## src/sv/assert_macros.svh

```systemverilog
// Assertion macros used by the RTL top level.
`ifndef ASSERT_MACROS_SVH
`define ASSERT_MACROS_SVH
`ifndef SYNTHESIS
`define CHP_ASSERT(label, clk, rst_n, prop, msg) \
    label: assert property (@(posedge clk) disable iff (!rst_n) (prop)) else $error(msg);
`define CHP_ASSERT_NORST(label, clk, prop, msg) \
    label: assert property (@(posedge clk) (prop)) else $error(msg);
`else
`define CHP_ASSERT(label, clk, rst_n, prop, msg)
`define CHP_ASSERT_NORST(label, clk, prop, msg)
`endif
`endif

```

## src/sv/chp_pkg.sv

```systemverilog
// Shared types and constants of the host command parser.
package chp_pkg;
    localparam int MAX_DATA_BYTES = 8;
    localparam int DEF_QUEUE_DEPTH = 4;
    localparam logic [7:0] CMD_START = 8'hF1;
    localparam logic [7:0] BIN_MODE  = 8'hE7;
    localparam logic [19:0] SPEED_CAP = 20'd1000000;
    localparam logic [7:0] DEF_BUS_COUNT = 8'd2;
    localparam logic [15:0] DEF_BUILD = 16'd0;

    localparam logic [2:0] K_REPLY   = 3'd0;
    localparam logic [2:0] K_TX      = 3'd1;
    localparam logic [2:0] K_ECHO    = 3'd2;
    localparam logic [2:0] K_CONSOLE = 3'd3;
    localparam logic [2:0] K_DIGOUT  = 3'd4;
    localparam logic [2:0] K_BUSSET  = 3'd5;
    localparam logic [2:0] K_BINARY  = 3'd6;

    localparam logic [0:0] REG_BUS_COUNT = 1'd0;
    localparam logic [0:0] REG_BUILD     = 1'd1;

    // Job handed from the front end to the back end.
    typedef enum logic [2:0] {
        J_SINGLE, J_TSYNC, J_DIGIN, J_ANALOG, J_PARAMS, J_INFO, J_KEEP, J_BUSCNT
    } t_job_kind;

    typedef struct packed {
        t_job_kind   job;
        logic [2:0]  kind;
        logic [7:0]  byte_value;
        logic [30:0] frame_id;
        logic        frame_extended;
        logic [1:0]  frame_bus;
        logic [3:0]  frame_length;
        logic [63:0] frame_data;
        logic        save_request;
        logic [31:0] arg;   // time word or bus settings, per job
        logic [15:0] arg2;  // build number, bus count or extended-analog flag
    } t_job;

    typedef struct packed {
        logic [2:0]  kind;
        logic [7:0]  byte_value;
        logic [30:0] frame_id;
        logic        frame_extended;
        logic [1:0]  frame_bus;
        logic [3:0]  frame_length;
        logic [63:0] frame_data;
        logic        save_request;
        logic        last;
    } t_result;

    function automatic logic [19:0] clamp_speed(input logic [31:0] w);
        logic [19:0] s;
        s = w[19:0];
        return (s > SPEED_CAP) ? SPEED_CAP : s;
    endfunction
endpackage

```

## src/sv/chp_front.sv

```systemverilog
// Front end: parses host bytes and issues one job per result-causing byte.
module chp_front (
    input  logic           i_clk,
    input  logic           i_rst_n,
    input  logic           i_valid,
    output logic           o_ready,
    input  logic [7:0]     i_rx_byte,
    input  logic [31:0]    i_time_us,
    input  logic [7:0]     i_bus_count,
    input  logic [15:0]    i_build_number,
    output logic           o_job_valid,
    input  logic           i_job_ready,
    output chp_pkg::t_job  o_job
);
    import chp_pkg::*;

    typedef enum logic [3:0] {
        S_IDLE, S_CMD, S_BUILD, S_TSYNC, S_DIGOUT, S_SETUP, S_SWMODE, S_SYSTYPE,
        S_ECHO, S_EXTBUS
    } t_state;

    t_state      r_state, n_state;
    logic [3:0]  r_step, n_step;
    logic [30:0] r_id, n_id;
    logic        r_ext, n_ext;
    logic [1:0]  r_bus, n_bus;
    logic [3:0]  r_len, n_len;
    logic [63:0] r_data, n_data;
    logic [31:0] r_word, n_word;
    logic        r_b0_en, n_b0_en, r_b0_lo, n_b0_lo, r_b1_en, n_b1_en, r_b1_lo, n_b1_lo;
    logic [19:0] r_b0_sp, n_b0_sp, r_b1_sp, n_b1_sp;
    logic        r_jv, n_jv;
    t_job        r_job, n_job;
    logic        w_take;
    logic [31:0] w_word;
    logic [2:0]  w_slot;
    logic [7:0]  b;

    assign o_ready     = !r_jv || i_job_ready;
    assign w_take      = i_valid && o_ready;
    assign o_job_valid = r_jv;
    assign o_job       = r_job;
    assign b           = i_rx_byte;
    // Data bytes start at step six, so the byte slot is the step minus six, modulo eight.
    assign w_slot      = r_step[2:0] + 3'd2;

    always_comb begin
        n_state = r_state; n_step = r_step; n_id = r_id; n_ext = r_ext; n_bus = r_bus;
        n_len = r_len; n_data = r_data; n_word = r_word;
        n_b0_en = r_b0_en; n_b0_lo = r_b0_lo; n_b0_sp = r_b0_sp;
        n_b1_en = r_b1_en; n_b1_lo = r_b1_lo; n_b1_sp = r_b1_sp;
        n_jv = r_jv && !i_job_ready;
        n_job = '0;
        n_job.job = J_SINGLE;
        w_word = '0;
        if (w_take) begin
            n_job.arg = i_time_us;
            case (r_state)
                S_IDLE: begin
                    if (b == CMD_START) begin
                        n_state = S_CMD;
                    end else if (b == BIN_MODE) begin
                        n_jv = 1'b1; n_job.kind = K_BINARY;
                    end else begin
                        n_jv = 1'b1; n_job.kind = K_CONSOLE; n_job.byte_value = b;
                    end
                end
                S_CMD: begin
                    n_step = '0;
                    case (b)
                        8'd0: n_state = S_BUILD;
                        8'd1: begin n_state = S_TSYNC; n_jv = 1'b1; n_job.job = J_TSYNC; end
                        8'd2: begin n_state = S_IDLE; n_jv = 1'b1; n_job.job = J_DIGIN; end
                        8'd3: begin n_state = S_IDLE; n_jv = 1'b1; n_job.job = J_ANALOG; end
                        8'd4: begin n_state = S_DIGOUT; n_step = r_step; end
                        8'd5: n_state = S_SETUP;
                        8'd6: begin
                            n_state = S_IDLE; n_jv = 1'b1; n_job.job = J_PARAMS;
                            n_job.arg = {r_b0_lo, r_b0_en, r_b0_sp, 10'd0};
                            n_job.arg2 = '0;
                            n_job.frame_data = {20'd0, r_b1_lo, r_b1_en, r_b1_sp,
                                                r_b0_lo, r_b0_en, r_b0_sp};
                        end
                        8'd7: begin
                            n_state = S_IDLE; n_jv = 1'b1; n_job.job = J_INFO;
                            n_job.arg2 = i_build_number;
                        end
                        8'd8: n_state = S_SWMODE;
                        8'd9: begin n_state = S_IDLE; n_jv = 1'b1; n_job.job = J_KEEP; end
                        8'd10: n_state = S_SYSTYPE;
                        8'd11: n_state = S_ECHO;
                        8'd12: begin
                            n_state = S_IDLE; n_jv = 1'b1; n_job.job = J_BUSCNT;
                            n_job.arg2 = {8'd0, i_bus_count};
                        end
                        8'd13: begin n_state = S_IDLE; n_jv = 1'b1; n_job.job = J_ANALOG;
                            n_job.arg2 = 16'd1; end
                        8'd14: n_state = S_EXTBUS;
                        default: n_step = r_step;
                    endcase
                end
                S_BUILD, S_ECHO: begin
                    n_step = r_step + 4'd1;
                    case (r_step)
                        4'd0: n_id = {23'd0, b};
                        4'd1: n_id[15:8] = b;
                        4'd2: n_id[23:16] = b;
                        4'd3: begin n_id[30:24] = b[6:0]; n_ext = b[7]; end
                        4'd4: n_bus = (r_state == S_ECHO) ? {1'b0, b[0]} : b[1:0];
                        4'd5: begin
                            n_len = (b[3:0] > 4'(MAX_DATA_BYTES)) ? 4'(MAX_DATA_BYTES)
                                                                  : b[3:0];
                            n_data = '0;
                        end
                        default: begin
                            if (5'(r_step) < 5'(r_len) + 5'd6) begin
                                n_data[8*w_slot+:8] = b;
                            end else begin
                                n_state = S_IDLE;
                                if (r_state == S_ECHO || r_bus <= 2'd1) begin
                                    n_jv = 1'b1;
                                    n_job.kind = (r_state == S_ECHO) ? K_ECHO : K_TX;
                                    n_job.frame_id = r_id; n_job.frame_extended = r_ext;
                                    n_job.frame_bus = r_bus; n_job.frame_length = r_len;
                                    n_job.frame_data = r_data;
                                end
                            end
                        end
                    endcase
                end
                S_DIGOUT: begin
                    n_state = S_IDLE; n_jv = 1'b1; n_job.kind = K_DIGOUT; n_job.byte_value = b;
                end
                S_SETUP: begin
                    n_step = r_step + 4'd1;
                    w_word = (r_step[1:0] == 2'd0) ? 32'd0 : r_word;
                    w_word[8*r_step[1:0]+:8] = b;
                    n_word = w_word;
                    if (r_step[1:0] == 2'd3) begin
                        n_jv = 1'b1; n_job.kind = K_BUSSET;
                        if (!r_step[2]) begin
                            if (w_word != 0) begin
                                if (w_word[31]) begin
                                    n_b0_en = w_word[30]; n_b0_lo = w_word[29];
                                end else n_b0_en = 1'b1;
                                n_b0_sp = clamp_speed(w_word);
                            end else n_b0_en = 1'b0;
                        end else begin
                            if (w_word != 0 && i_bus_count > 8'd1) begin
                                if (w_word[31]) begin
                                    n_b1_en = w_word[30]; n_b1_lo = w_word[29];
                                end else n_b1_en = 1'b1;
                                n_b1_sp = clamp_speed(w_word);
                            end else n_b1_en = 1'b0;
                            n_job.save_request = 1'b1;
                            n_state = S_IDLE;
                        end
                        n_job.byte_value = {6'd0, n_b1_en, n_b0_en};
                    end
                end
                S_EXTBUS: begin
                    if (r_step >= 4'd11) n_state = S_IDLE;
                    n_step = r_step + 4'd1;
                end
                S_TSYNC, S_SWMODE, S_SYSTYPE: begin
                    n_state = S_IDLE; n_step = r_step + 4'd1;
                end
                default: n_state = S_IDLE;
            endcase
        end
    end

    always_ff @(posedge i_clk) begin
        if (!i_rst_n) begin
            r_state <= S_IDLE; r_step <= '0; r_id <= '0; r_ext <= 1'b0; r_bus <= '0;
            r_len <= '0; r_data <= '0; r_word <= '0;
            r_b0_en <= 1'b0; r_b0_lo <= 1'b0; r_b0_sp <= '0;
            r_b1_en <= 1'b0; r_b1_lo <= 1'b0; r_b1_sp <= '0;
            r_jv <= 1'b0;
        end else begin
            r_state <= n_state; r_step <= n_step; r_id <= n_id; r_ext <= n_ext;
            r_bus <= n_bus; r_len <= n_len; r_data <= n_data; r_word <= n_word;
            r_b0_en <= n_b0_en; r_b0_lo <= n_b0_lo; r_b0_sp <= n_b0_sp;
            r_b1_en <= n_b1_en; r_b1_lo <= n_b1_lo; r_b1_sp <= n_b1_sp;
            r_jv <= n_jv;
        end
        if (w_take && n_jv) r_job <= n_job;
    end
endmodule

```

## src/sv/chp_queue.sv

```systemverilog
// Short job queue between the front and back ends.
module chp_queue #(
    parameter int DEPTH = chp_pkg::DEF_QUEUE_DEPTH
) (
    input  logic          i_clk,
    input  logic          i_rst_n,
    input  logic          i_valid,
    output logic          o_ready,
    input  chp_pkg::t_job i_job,
    output logic          o_valid,
    input  logic          i_ready,
    output chp_pkg::t_job o_job
);
    import chp_pkg::*;
    localparam int AW = $clog2(DEPTH);

    t_job            r_mem [DEPTH];
    logic [AW-1:0]   r_wp, r_rp;
    logic [AW:0]     r_cnt;
    logic            w_push, w_pop;

    assign o_ready = r_cnt != (AW+1)'(DEPTH);
    assign o_valid = r_cnt != '0;
    assign w_push  = i_valid && o_ready;
    assign w_pop   = o_valid && i_ready;
    assign o_job   = r_mem[r_rp];

    always_ff @(posedge i_clk) begin
        if (!i_rst_n) begin
            r_wp <= '0; r_rp <= '0; r_cnt <= '0;
        end else begin
            if (w_push) r_wp <= (r_wp == AW'(DEPTH-1)) ? '0 : r_wp + 1'b1;
            if (w_pop)  r_rp <= (r_rp == AW'(DEPTH-1)) ? '0 : r_rp + 1'b1;
            r_cnt <= r_cnt + (AW+1)'(w_push) - (AW+1)'(w_pop);
        end
        if (w_push) r_mem[r_wp] <= i_job;
    end
endmodule

```

## src/sv/chp_back.sv

```systemverilog
// Back end: expands each job into its result transfers.
module chp_back (
    input  logic             i_clk,
    input  logic             i_rst_n,
    input  logic             i_valid,
    output logic             o_ready,
    input  chp_pkg::t_job    i_job,
    output logic             o_valid,
    input  logic             i_ready,
    output chp_pkg::t_result o_res
);
    import chp_pkg::*;

    logic [4:0]  r_idx;
    logic [4:0]  w_count;
    logic [7:0]  w_byte;
    logic        w_last, w_adv;
    t_result     r_res;
    logic        r_ov;
    logic [59:0] p;

    assign p = i_job.frame_data[59:0];

    always_comb begin
        w_count = 5'd1;
        w_byte  = 8'd0;
        case (i_job.job)
            J_SINGLE: w_byte = i_job.byte_value;
            J_TSYNC: begin
                w_count = 5'd6;
                case (r_idx)
                    5'd0: w_byte = CMD_START;
                    5'd1: w_byte = 8'd1;
                    5'd2: w_byte = i_job.arg[7:0];
                    5'd3: w_byte = i_job.arg[15:8];
                    5'd4: w_byte = i_job.arg[23:16];
                    5'd5: w_byte = i_job.arg[31:24];
                    default: w_byte = 8'd0;
                endcase
            end
            J_DIGIN: begin
                w_count = 5'd4;
                w_byte = (r_idx == 5'd0) ? CMD_START : (r_idx == 5'd1) ? 8'd2 : 8'd0;
            end
            J_ANALOG: begin
                w_count = 5'd17;
                w_byte = (r_idx == 5'd0) ? CMD_START :
                         (r_idx == 5'd1) ? (i_job.arg2[0] ? 8'd13 : 8'd3) : 8'd0;
            end
            J_PARAMS: begin
                w_count = 5'd12;
                case (r_idx)
                    5'd0: w_byte = CMD_START;
                    5'd1: w_byte = 8'd6;
                    5'd2: w_byte = {3'd0, p[21], 3'd0, p[20]};
                    5'd3: w_byte = p[7:0];
                    5'd4: w_byte = p[15:8];
                    5'd5: w_byte = {4'd0, p[19:16]};
                    5'd7: w_byte = {3'd0, p[43], 3'd0, p[42]};
                    5'd8: w_byte = p[29:22];
                    5'd9: w_byte = p[37:30];
                    5'd10: w_byte = {4'd0, p[41:38]};
                    default: w_byte = 8'd0;
                endcase
            end
            J_INFO: begin
                w_count = 5'd8;
                case (r_idx)
                    5'd0: w_byte = CMD_START;
                    5'd1: w_byte = 8'd7;
                    5'd2: w_byte = i_job.arg2[7:0];
                    5'd3: w_byte = i_job.arg2[15:8];
                    5'd4: w_byte = 8'h20;
                    default: w_byte = 8'd0;
                endcase
            end
            J_KEEP: begin
                w_count = 5'd4;
                case (r_idx)
                    5'd0: w_byte = CMD_START;
                    5'd1: w_byte = 8'd9;
                    5'd2: w_byte = 8'hDE;
                    default: w_byte = 8'hAD;
                endcase
            end
            J_BUSCNT: begin
                w_count = 5'd3;
                w_byte = (r_idx == 5'd0) ? CMD_START : (r_idx == 5'd1) ? 8'd12
                                                                       : i_job.arg2[7:0];
            end
            default: w_byte = 8'd0;
        endcase
        w_last = (r_idx == w_count - 5'd1);
    end

    assign o_valid = r_ov;
    assign o_res   = r_res;
    assign w_adv   = i_valid && (!r_ov || i_ready);
    assign o_ready = w_adv && w_last;

    always_ff @(posedge i_clk) begin
        if (!i_rst_n) begin
            r_ov <= 1'b0; r_idx <= '0;
        end else begin
            if (w_adv) begin
                r_ov  <= 1'b1;
                r_idx <= w_last ? 5'd0 : r_idx + 5'd1;
            end else if (i_ready) begin
                r_ov <= 1'b0;
            end
        end
        if (w_adv) begin
            r_res.last <= w_last;
            r_res.byte_value <= w_byte;
            if (i_job.job == J_SINGLE) begin
                r_res.kind <= i_job.kind; r_res.frame_id <= i_job.frame_id;
                r_res.frame_extended <= i_job.frame_extended;
                r_res.frame_bus <= i_job.frame_bus;
                r_res.frame_length <= i_job.frame_length;
                r_res.frame_data <= i_job.frame_data;
                r_res.save_request <= i_job.save_request;
            end else begin
                r_res.kind <= K_REPLY; r_res.frame_id <= '0; r_res.frame_extended <= 1'b0;
                r_res.frame_bus <= '0; r_res.frame_length <= '0; r_res.frame_data <= '0;
                r_res.save_request <= 1'b0;
            end
        end
    end
endmodule

```

## src/sv/can_host_command_parser_core.sv

```systemverilog
// Top level of the host command parser: config registers, front, queue, back.
// Input stream: one host byte per transfer, tdata = {time_us, rx_byte}.
// Output stream: one result per transfer; tdata packs kind, byte_value,
// frame_id, frame_extended, frame_bus, frame_length, frame_data, save_request;
// tlast marks the final result caused by one input byte.
// A result passes through the front-end job register, the job queue and the
// back-end result register. The front end takes one byte per cycle unless its
// job is held, and issues at most one job per byte; the back end emits one
// result per cycle unless stalled, so a reply holds the back end until all
// its bytes (up to seventeen) are sent. One byte per cycle is sustained while
// replies are short; the four-job queue takes long ones, and when full tready falls.
// A stalled output holds its result; the queue then fills and backs up the input.
// Reset (synchronous, active low) returns parsing to idle, clears bus settings,
// empties the queue and restores bus_count to 2 and build_number to 0.
// Configuration writes go straight into the registers.
module can_host_command_parser_core #(
    parameter int QUEUE_DEPTH = chp_pkg::DEF_QUEUE_DEPTH
) (
    input  logic         i_clk,
    input  logic         i_rst_n,
    input  logic         s_axis_tvalid,
    output logic         s_axis_tready,
    input  logic [39:0]  s_axis_tdata,   // rx_byte[7:0], time_us[39:8]
    output logic         m_axis_tvalid,
    input  logic         m_axis_tready,
    output logic [119:0] m_axis_tdata,   // kind, byte_value, frame_id, frame_extended,
                                         // frame_bus, frame_length, frame_data,
                                         // save_request, zero fill
    output logic         m_axis_tlast,
    input  logic         i_cfg_we,
    input  logic [0:0]   i_cfg_index,
    input  logic [15:0]  i_cfg_data
);
    import chp_pkg::*;
    `include "assert_macros.svh"

    logic [7:0]  r_bus_count;
    logic [15:0] r_build;
    logic        w_fv, w_fr, w_qv, w_qr;
    t_job        w_fj, w_qj;
    t_result     w_res;

    always_ff @(posedge i_clk) begin
        if (!i_rst_n) begin
            r_bus_count <= DEF_BUS_COUNT; r_build <= DEF_BUILD;
        end else if (i_cfg_we) begin
            case (i_cfg_index)
                REG_BUS_COUNT: r_bus_count <= i_cfg_data[7:0];
                REG_BUILD:     r_build <= i_cfg_data;
                default: ;
            endcase
        end
    end

    chp_front u_front (
        .i_clk, .i_rst_n, .i_valid(s_axis_tvalid), .o_ready(s_axis_tready),
        .i_rx_byte(s_axis_tdata[7:0]), .i_time_us(s_axis_tdata[39:8]),
        .i_bus_count(r_bus_count), .i_build_number(r_build),
        .o_job_valid(w_fv), .i_job_ready(w_fr), .o_job(w_fj)
    );

    chp_queue #(.DEPTH(QUEUE_DEPTH)) u_queue (
        .i_clk, .i_rst_n, .i_valid(w_fv), .o_ready(w_fr), .i_job(w_fj),
        .o_valid(w_qv), .i_ready(w_qr), .o_job(w_qj)
    );

    chp_back u_back (
        .i_clk, .i_rst_n, .i_valid(w_qv), .o_ready(w_qr), .i_job(w_qj),
        .o_valid(m_axis_tvalid), .i_ready(m_axis_tready), .o_res(w_res)
    );

    assign m_axis_tdata = {6'd0, w_res.save_request, w_res.frame_data, w_res.frame_length,
                           w_res.frame_bus, w_res.frame_extended, w_res.frame_id,
                           w_res.byte_value, w_res.kind};
    assign m_axis_tlast = w_res.last;

    `CHP_ASSERT(a_hold, i_clk, i_rst_n,
        m_axis_tvalid && !m_axis_tready |=> m_axis_tvalid && $stable(m_axis_tdata),
        "result changed while stalled")
    `CHP_ASSERT(a_save_kind, i_clk, i_rst_n,
        m_axis_tvalid && w_res.save_request |-> w_res.kind == K_BUSSET,
        "save request on wrong kind")
    `CHP_ASSERT(a_len, i_clk, i_rst_n,
        m_axis_tvalid |-> w_res.frame_length <= 4'(MAX_DATA_BYTES),
        "frame length above limit")
endmodule

```

## config.mk

```make
export PLATFORM = sky130hd
export DESIGN_NAME = can_host_command_parser_core
export DESIGN_NICKNAME = d
export VERILOG_FILES = /design/src/sv/chp_pkg.sv /design/src/sv/chp_front.sv /design/src/sv/chp_queue.sv /design/src/sv/chp_back.sv /design/src/sv/can_host_command_parser_core.sv
export VERILOG_INCLUDE_DIRS = /design/src /design/src/sv
export SDC_FILE = /design/constraint.sdc
export NUM_CORES = 1
export LEC_CHECK = 0
export BUFFER_PORTS_ARGS = -buffer_cell sky130_fd_sc_hd__buf_2
export CELL_PAD_IN_SITES_DETAIL_PLACEMENT = 0
export CELL_PAD_IN_SITES_GLOBAL_PLACEMENT = 1
export CORE_ASPECT_RATIO = 1.75
export CORE_MARGIN = 2
export CORE_UTILIZATION = 45
export CTS_CLUSTER_SIZE = 30
export DETAILED_ROUTE_END_ITERATION = 12
export PLACE_DENSITY = 0.76
export SYNTH_ARGS = -nofsm -noshare
export SYNTH_HDL_FRONTEND = slang
export SYNTH_SLANG_ARGS = --single-unit
```

## constraint.sdc

```tcl
create_clock -name i_clk -period 11.85 [get_ports i_clk]
set_clock_uncertainty 0.15 [all_clocks]
set_input_delay 2.37 -clock i_clk [delete_from_list [all_inputs] [get_ports i_clk]]
set_output_delay 2.37 -clock i_clk [all_outputs]
set_load 0.01 [all_outputs]
```

# After elaboration in Yosys (flattened, before gate mapping)
# Memories as Yosys holds them, arrays and structs flattened. A register that Yosys moved wholly into a read port is not among the register bits.
# Index checks and enable logic that the tools add are counted.
[word_totals]
mem_bits_rw = 660
elab_cells = 265
input_bits = 62
latchBits = 0
memories = 1
rom_bits = 0
output_inout_bits = 123
reg_bits = 504
[memory_table]
columns = ["memory", "words", "word_bits", "read_ports", "rd_clocked_by_memory_dff", "wr", "line", "source"]
rows = [
  ["u_queue.r_mem", 4, 165, 1, 1, 1, "chp_queue.sv:17", "t_job r_mem [DEPTH];"],
]
[classes]
n_mul = 0
n_eq_ne = 59
n_reduce_logical = 57
n_bitwise = 6
div = 0
muxes = 76
magnitude_cmp = 6
n_shift = 4
add_sub_neg = 11
[ops]
columns = ["operator", "count"]
rows = [
  ["$mux W64", 4],
  ["$pmux W64 S2", 2],
  ["$pmux W8 S10", 1],
  ["$bwmux W64", 1],
  ["$mux W32", 2],
  ["$pmux W8 S8", 1],
  ["$shift A8 B34 Y64 const A", 1],
  ["$shiftx A8 B34 Y64", 1],
  ["$eq A8 B4 Y1 const B", 7],
  ["$mux W48", 1],
  ["$mux W8", 6],
  ["$pmux W16 S3", 1],
  ["$pmux W8 S3", 2],
  ["$pmux W8 S6", 1],
  ["$mux W44", 1],
  ["$pmux W8 S5", 1],
  ["$mux W4", 9],
  ["$pmux W4 S9", 1],
  ["$neg A5 Y34", 1],
  ["$neg A6 Y34", 1],
  ["$shift A8 B34 Y32 const A", 1],
  ["$shiftx A8 B34 Y32", 1],
  ["$bwmux W32", 1],
  ["$eq A8 B3 Y1 const B", 4],
  ["73 further kinds", 167],
]

# Depth between registers and ports, before layout
# Gate-level depths: netlist of the first run.
[logic_depth]
depth_word = 9
mapped_depth = 15
ltp_nobuf = 12

# Cells and area by module
# Synthesis of the first run repeated with hierarchy kept, for this count alone.
[hier_totals]
cells_unflattened = 3102
hier_area_um2 = 46777.4
[by_module_without_submodules]
columns = ["module", "n_inst", "cells_each", "area_per_inst_um2"]
rows = [
  ["chp_queue", 1, 914, 24317.1],
  ["chp_front", 1, 1572, 15464.8],
  ["chp_back", 1, 508, 6019.5],
  ["can_host_command_parser_core", 1, 108, 975.9],
]

# Worst setup path after synthesis of the first run
# Ideal clock, no wire load.
[synth_timing]
kind = "in2reg"
from = "input s_axis_tdata[4]"
to = "register u_front.r_job, in the netlist u_front.o_job[0] (enable)"
required_ps = 11005
path_buffers = 1
t_arrival_ps = 10537
stages = 7
path_slack_ps = 469
path_cell_list = "clkbuf_1 -> nor4_1 -> nand2_1 -> o22ai_1 -> nor3_1 -> nor2b_1 -> nor2_1"
[synth_via]
elab_chain_len = 6
word_cells_on_any_way = 15
cone_classes = "eq/ne: 9; mux: 4; reduce/logical: 2"
[synth_lines]
columns = ["element", "line", "source"]
rows = [
  ["start, declared", "can_host_command_parser_core.sv:23", "input logic [39:0] s_axis_tdata,"],
  ["$eq A8 B1 Y1, or another cell as far along", "chp_front.sv:70", "case (b)"],
  ["$reduce_or A8 Y1 (no line)", "-", ""],
  ["$mux W1", "chp_front.sv:70", ""],
  ["$pmux W1 S5 (*)", "chp_front.sv:58", "case (r_state)"],
  ["$mux W1 (*)", "chp_front.sv:56", "if (w_take) begin"],
  ["$logic_and A1 B1 Y1 (*)", "chp_front.sv:187", "if (w_take && n_jv) r_job <= n_job;"],
  ["end signal, assigned", "chp_front.sv:187", ""],
  ["end, declared", "chp_front.sv:33", "t_job r_job, n_job;"],
]
# Every way passes the cells marked *; elsewhere a longest branch is shown, timed or not.
# A chain may end at the register's enable or synchronous reset.

# Final worst setup path of the first run
[layout_timing]
from = "input s_axis_tdata[4]"
to = "register u_front.r_job, in the netlist u_front.o_job[83] (enable)"
# The elaborated chain is that of the path after synthesis.

==> run summary, run 1 <==
===============================================================================================
Buffer type at the clock tree root                                                    clkbuf_16
Source-to-sink clock delay at the later pin of the worst-skew pair                      0.71 ns
RSZ-0062 raised after global routing                                                         no
Routed Antenna Nets                                                                           0
Final Critical Period                                                                  5.616 ns
First-pass iteration count of the detailed router                                             5
Initial antenna violation count                                                               6
Cts repair resizes                                                                            0
Endpoint required time on the critical path                                            12.01 ns
Total number of yosys warnings                                                                0
Starting density of the core                                                             45.31%
Number of placed I/O pins                                                                   185
Quantity of hold-fixing buffers added after cts                                               0
DRC marker count from the first detailed-route iteration                                   2214
Number of sinks on the clock net                                                           1166
Number of flip-flops and latches in the synthesized netlist                                1166
Gr usage total                                                                           22.04%
Layout area overhead                                                                     11.95%
Final design area excluding fillers                                                   51750 µm²
Row cnt                                                                                     155
Overall die height                                                                     428.0 µm
Slew @ Worst Pin                                                                       1.097 ns
Clock input transition at the sequential cells of the worst setup and hold paths        0.06 ns
Port buffer count                                                                           178
Sequential fraction of the synthesis area                                                70.85%
Standard cell core area                                                              102000 µm²
Area contributors post-synth                                                       edfxtp_1 61%, dfxtp_1 9.8%, mux4_2 7.9%
Vias in the first global route                                                            26970
Run status                                                                         complete, no violations
Longest Clk Path Bufs                                                                         3
WP data arrival                                                                         5.78 ns
Detailed placer's ending HPWL                                                          74.93 mm
Largest area contributor in the netlist                                                edfxtp_1
Worst path most repeated cell                                                             buf_4
Post-Syn Instances                                                                         3010
Power density over cell area                                                       186.0 nW/µm²
Final Util                                                                               50.73%
EDFF count, synth                                                                           940
Capturing element type of the critical path                                                flop
Worst slack at placement                                                               5.540 ns
Post-placement cell area                                                              48340 µm²
Width of the die                                                                       246.3 µm
Area share of the largest cell type after synthesis                                      61.06%
H-tree depth                                                                                  3
Crit path largest cell delay                                                            0.88 ns
Critical Path, Cell by Cell                                                        buf_2, nor4_1, nand2_1, o22ai_1, nor3_1, nor2b_1, nor2_4, buf_4, buf_4
Synth cell count leaders                                                           940 x edfxtp_1, 274 x nand2_1, 226 x dfxtp_1
First-pass GRT wire length                                                             173.3 mm
Clock buffers created by TritonCTS                                                          102
Syn Area/Cell                                                                         15.36 µm²
CTS tree                                                                                    yes
Pin count of the biggest net entering global routing                                        122
Routed via count divided by cell count                                                    5.780
DRC violation count after routing                                                             0
Final-layout setup total negative slack                                                    0 ns
Async set-or-reset flop fraction in the synthesized netlist                                  0%
Worst setup path category                                                             in -> reg
Period utilization                                                                       47.39%
Routed wire per std cell                                                               25.37 µm
Slew Limit Headroom                                                                      26.84%
Share of final-layout standard cells stronger than drive strength 1                      18.57%
Worst-path fanout max                                                                        68
Via count                                                                                 26357
Standard cell with the maximum stage delay on the critical path                           buf_4
Number of violations of the max-capacitance limit                                             0
Slew Viols, Final                                                                             0
Number of setup buffers added after CTS                                                       0
Launching element type of the critical path                                           input pin
Final wirelength                                                                       115.7 mm
Most instantiated library cell after synthesis                                         edfxtp_1
Weighted congestion at the end of routability-driven global placement                    0.8871
Grt total ovfl                                                                                0
F_max                                                                                 178.1 MHz
Die outline area                                                                     105400 µm²
Prevailing post-synth register cell                                                    edfxtp_1
Combined area of all synthesized cells                                                46230 µm²
Family with the most delay on the worst path                                       buffers and inverters
Library cells used by synthesis                                                              86
Highest ir drop seen on vdd                                                           0.1304 mV
Total count of hold-check failures in the final report                                        0
Cell Count Post-Placement                                                                  4360
Combined buffer and inverter count along the critical path                                    3
Total of endpoints with negative setup slack in the final report                              0
Hold Crit Class                                                                      reg -> reg
Lkg Pwr                                                                                17.10 nW
Worst setup slack after layout                                                         6.234 ns
Nets@finish                                                                                3216
Final cell count without fillers                                                           4560
===============================================================================================
through the flow:
stage	total power [mW]	hold WS (ns)
after floorplan	5.884	0.2743
after global placement	6.335	0.2899
after detailed placement	6.363	0.2892
after CTS	9.723	0.3093
after global routing	9.969	0.3280
final	9.626	0.3105
cells by family after synthesis:
family / Yosys count / share of synthesized area, %
flip-flops: 1166 / 70.85
AND/OR/NAND/NOR: 867 / 9.804
AO/OA/AOI/OAI: 506 / 7.665
buffers and inverters: 249 / 2.287
multiplexers: 186 / 8.510
adder cells (fa/ha/maj): 24 / 0.6659
XOR/XNOR: 11 / 0.2084
other: 1 / 0.008112
layout by cell type (no fill, tap or decap), types with 70 or more instances in the layout:
cell type and instances:
nor2_1 94, a22oi_1 84, edfxtp_1 940, dfxtp_1 224
a21boi_0 75, mux4_2 163, clkbuf_16 102, nand3_1 70
nor2b_1 156, a21oi_1 108, nand2_1 274, and3_1 90
buf_2 177
sequential cells by signal (all words and copies together), names as in the netlist, 2 cells and up, named ones only:
register,cells
u_queue.r_rp,2
u_front.r_b1_sp,20
u_back.r_idx,5
u_queue.r_mem,660
u_front.r_data,64
u_front.r_id,31
r_bus_count,8
u_front.r_word,32
u_front.r_b0_sp,20
u_front.o_job,165
u_back.o_res,115
u_queue.r_wp,2
u_front.r_state,4
u_front.r_bus,2
u_front.r_step,4
u_front.r_len,4
u_queue.r_cnt,3
r_build,16
power by group:
group | internal, mW | total (mW) | switching [mW]
Sequential | 4.86 | 5.00 | 0.133
Clock | 1.87 | 3.37 | 1.50
Combinational | 0.459 | 1.25 | 0.794
Total | 7.20 | 9.63 | 2.43
final timing paths:
path                      start                 end  slack (ns)  cells past startpoint
min          u_front.r_data[61]  u_front.r_data[61]        0.31                      1
max reg2reg   u_front.r_step[0]   u_front.o_job[83]        6.60                     10
max             s_axis_tdata[4]   u_front.o_job[83]        6.23                      9
min reg2reg  u_front.r_data[61]  u_front.r_data[61]        0.31                      1
layer usage:
| metal | vias to the layer above | wire, µm | GRT usage (%) | share of wire [%] |
|---|---|---|---|---|
| met5 | - | 0 | 0 | 0 |
| met4 | 0 | 4460 | 9.066 | 3.9 |
| met3 | 173 | 5778 | 3.113 | 5.0 |
| met2 | 891 | 61110 | 39.02 | 53 |
| met1 | 13495 | 44340 | 26.85 | 38 |
| li1 | 11798 | - | - | - |
layout make-up:
class | count | area (µm²)
fill | 8508 | 50260
sequential | 1166 | 32760
multi-input combinational | 1600 | 12500
tap | 1334 | 1669
clock buffer | 132 | 2746
clock inverter | 62 | 649.4
timing repair buffer | 218 | 1256
inverter | 42 | 157.7
antenna | 6 | 15.01
No activity file was read; power rests on OpenSTA's default activity.
==> inputs of run 2 (changes only) <==
PLACE_DENSITY = 0.73   (was 0.76)
clock period = 5.28 ns   (was 11.85 ns; I/O delays follow)
==> run 2 against run 1 <==
Worst setup slack got worse by 5.0 ns. Largest power group unchanged. Non-clock buffer count rose by 23. Critical path depth rose by 3. Hold slack got worse by 0.0030 ns. Sequential share of layout area fell by 0.26 points. Clock power rose by 120%.
==> run summary, run 2 (same netlist as run 1, synthesis figures left out) <==
===============================================================================================
Capturing element type of the critical path                                                flop
Clock input transition at the sequential cells of the worst setup and hold paths        0.07 ns   about the same
GR Layer Usage met2                                                                      39.98%   +0.96 points
Launching element type of the critical path                                                flop
Quantity of hold-fixing buffers added after cts                                               0   unchanged
Initial antenna violation count                                                               5   -1
Final Critical Period                                                                  4.091 ns
Overall die height                                                                     428.0 µm   unchanged
H-tree depth                                                                                  3   unchanged
Hold Crit Class                                                                      reg -> reg
Vias in the first global route                                                            27222   +0.93%
Source-to-sink clock delay at the later pin of the worst-skew pair                      0.70 ns   about the same
Nets@finish                                                                                3237   +0.65%
Clock buffers created by TritonCTS                                                          100   -2.0%
Count of inserted antenna diode cells                                                         0   -6
DRC violation count after routing                                                             0   unchanged
Longest Clk Path Bufs                                                                         3   unchanged
Final Util                                                                               50.94%   +0.21 points
Share of final-layout standard cells stronger than drive strength 1                      19.05%   +0.48 points
Starting density of the core                                                             45.31%   unchanged
Count of fill cells added during filler insertion                                          8517   +0.11%
Register area                                                                         32760 µm²   unchanged
RSZ-0062 raised after global routing                                                         no
Multi-input gate area                                                                 12510 µm²   about the same
Layout area overhead                                                                     12.41%
Worst setup path category                                                            reg -> reg
CTS tree                                                                                    yes
Crit path largest cell delay                                                            0.75 ns   -0.13 ns
Register-to-Register Setup Slack                                                        1.19 ns   -5.41 ns
Via count                                                                                 26703   +1.3%
Worst-path fanout max                                                                        22   -68%
Cts repair resizes                                                                            0   unchanged
Run status                                                                         complete, no violations
Final-layout setup total negative slack                                                    0 ns   unchanged
Register containing the most flip-flops in the final layout                        u_queue.r_mem
Power density over cell area                                                       416.2 nW/µm²   +120%
Weighted congestion at the end of routability-driven global placement                    0.9168   +3.3%
Pin count of the biggest net entering global routing                                        129   +5.7%
Gr usage total                                                                           22.97%   +0.93 points
Width of the die                                                                       246.3 µm   unchanged
Routed wire per std cell                                                               26.40 µm   +4.0%
WP data arrival                                                                         4.53 ns   -1.25 ns
Die outline area                                                                     105400 µm²   unchanged
DRC marker count from the first detailed-route iteration                                   2510   +13%
Combined buffer and inverter count along the critical path                                    1   -2
Total of endpoints with negative setup slack in the final report                              0   unchanged
Row cnt                                                                                     155   unchanged
Highest ir drop seen on vdd                                                           0.4176 mV   +220%
F_max                                                                                 244.4 MHz
First-pass iteration count of the detailed router                                             7   +2
Lkg Pwr                                                                                17.20 nW   +0.61%
Period utilization                                                                       77.48%
Slew Viols, Final                                                                             0   unchanged
Highest-count cells in the layout ignoring fill and taps                           940 x edfxtp_1, 274 x nand2_1, 224 x dfxtp_1
Final wirelength                                                                       120.7 mm   +4.3%
Standard cell core area                                                              102000 µm²   unchanged
First-pass GRT wire length                                                             178.7 mm   +3.1%
Routed Antenna Nets                                                                           0   unchanged
Total count of hold-check failures in the final report                                        0   unchanged
Number of setup buffers added after CTS                                                       0   unchanged
Slew @ Worst Pin                                                                       1.172 ns   +0.07495 ns
Port buffer count                                                                           178   unchanged
Number of sinks on the clock net                                                           1166   unchanged
Number of violations of the max-capacitance limit                                             0   unchanged
Grt total ovfl                                                                                0   unchanged
Routed via count divided by cell count                                                    5.841   +1.0%
Met1 demand-to-capacity share in global routing                                          27.94%   +1.1 points
Critical Path, Cell by Cell                                                        mux4_2, or3b_1, a211oi_2, a2bb2oi_2, and2_1, ha_1, inv_1, ha_1, fa_1, xnor2_1, xnor2_1, and2_1
Global-route met3 utilization                                                            3.546%   +0.43 points
Detailed placer's ending HPWL                                                          81.07 mm   +8.2%
Standard cell with the maximum stage delay on the critical path                          mux4_2
Most common cell after layout, fill and taps aside                                     edfxtp_1
Family with the most delay on the worst path                                       simple AND/OR/NAND/NOR gates
Number of placed I/O pins                                                                   185   unchanged
Max reg flops                                                                               660   unchanged
Buffer type at the clock tree root                                                    clkbuf_16
Endpoint required time on the critical path                                             5.72 ns   -6.29 ns
Slew Limit Headroom                                                                      21.84%   -5.0 points
Global-route layer with the greatest usage                                                 met2
===============================================================================================
==> run 2: cell count changes in the layout (fill, tap and decap cells not counted), sizes merged <==
cell      delta
inv          -5
buf         +23
bufinv       +1
diode        -6
clkbuf       -9
clkinv       +5
clkinvlp     +3
==> run 2: routing by layer <==
layer  vias to the layer above  part of all wire [%]
li1                      11821                     -
met3                       252                   5.4
met1                     13656                    38
met5                         -                 0.030
met2                       968                    52
met4                         6                   5.0
==> run 2: final cells by class <==
class	instances	share of cell area, %
well taps	1334	3.212
clock inverters	66	1.298
flip-flops and latches	1166	63.05
clock buffers	123	5.143
inverters	42	0.3034
multi-input cells	1600	24.07
repair buffers	241	2.926
==> run 2: path summary, 6_finish.rpt <==
kind	startpoint	endpoint	cells past startpoint
worst max-delay path	flop	u_queue.r_cnt[2]	12
worst min-delay path	u_front.r_data[27]	u_front.r_data[27]	2
worst max register to register	flop	u_queue.r_cnt[2]	12
worst min register to register	u_front.r_data[27]	u_front.r_data[27]	2
==> run 2: power breakdown <==
part / leakage, nW / internal (mW) / switching (mW)
sequential: 10.7 / 10.9 / 0.300
combinational: 4.90 / 1.05 / 1.85
clock: 1.61 / 4.17 / 3.35
total: 17.2 / 16.1 / 5.50
==> run 2: worst min-delay path, stage by stage (launching register included) <==
cell     delay (ns)
dfxtp_1        0.31
inv_1          0.05
o22ai_1        0.05
==> run 2: per-stage QoR <==
step	area [µm²]	total power, mW	worst slack, ns	instances	hold WS [ns]
floorplan	46270	13.08	0.09484	3015	0.2743
global placement	48610	14.33	1.138	4383	0.2883
detailed placement	48610	14.36	1.046	4383	0.2937
CTS	51960	21.86	1.209	4572	0.3053
global route	51960	22.40	0.9454	4572	0.3243
finish	51960	21.62	1.189	4572	0.3075
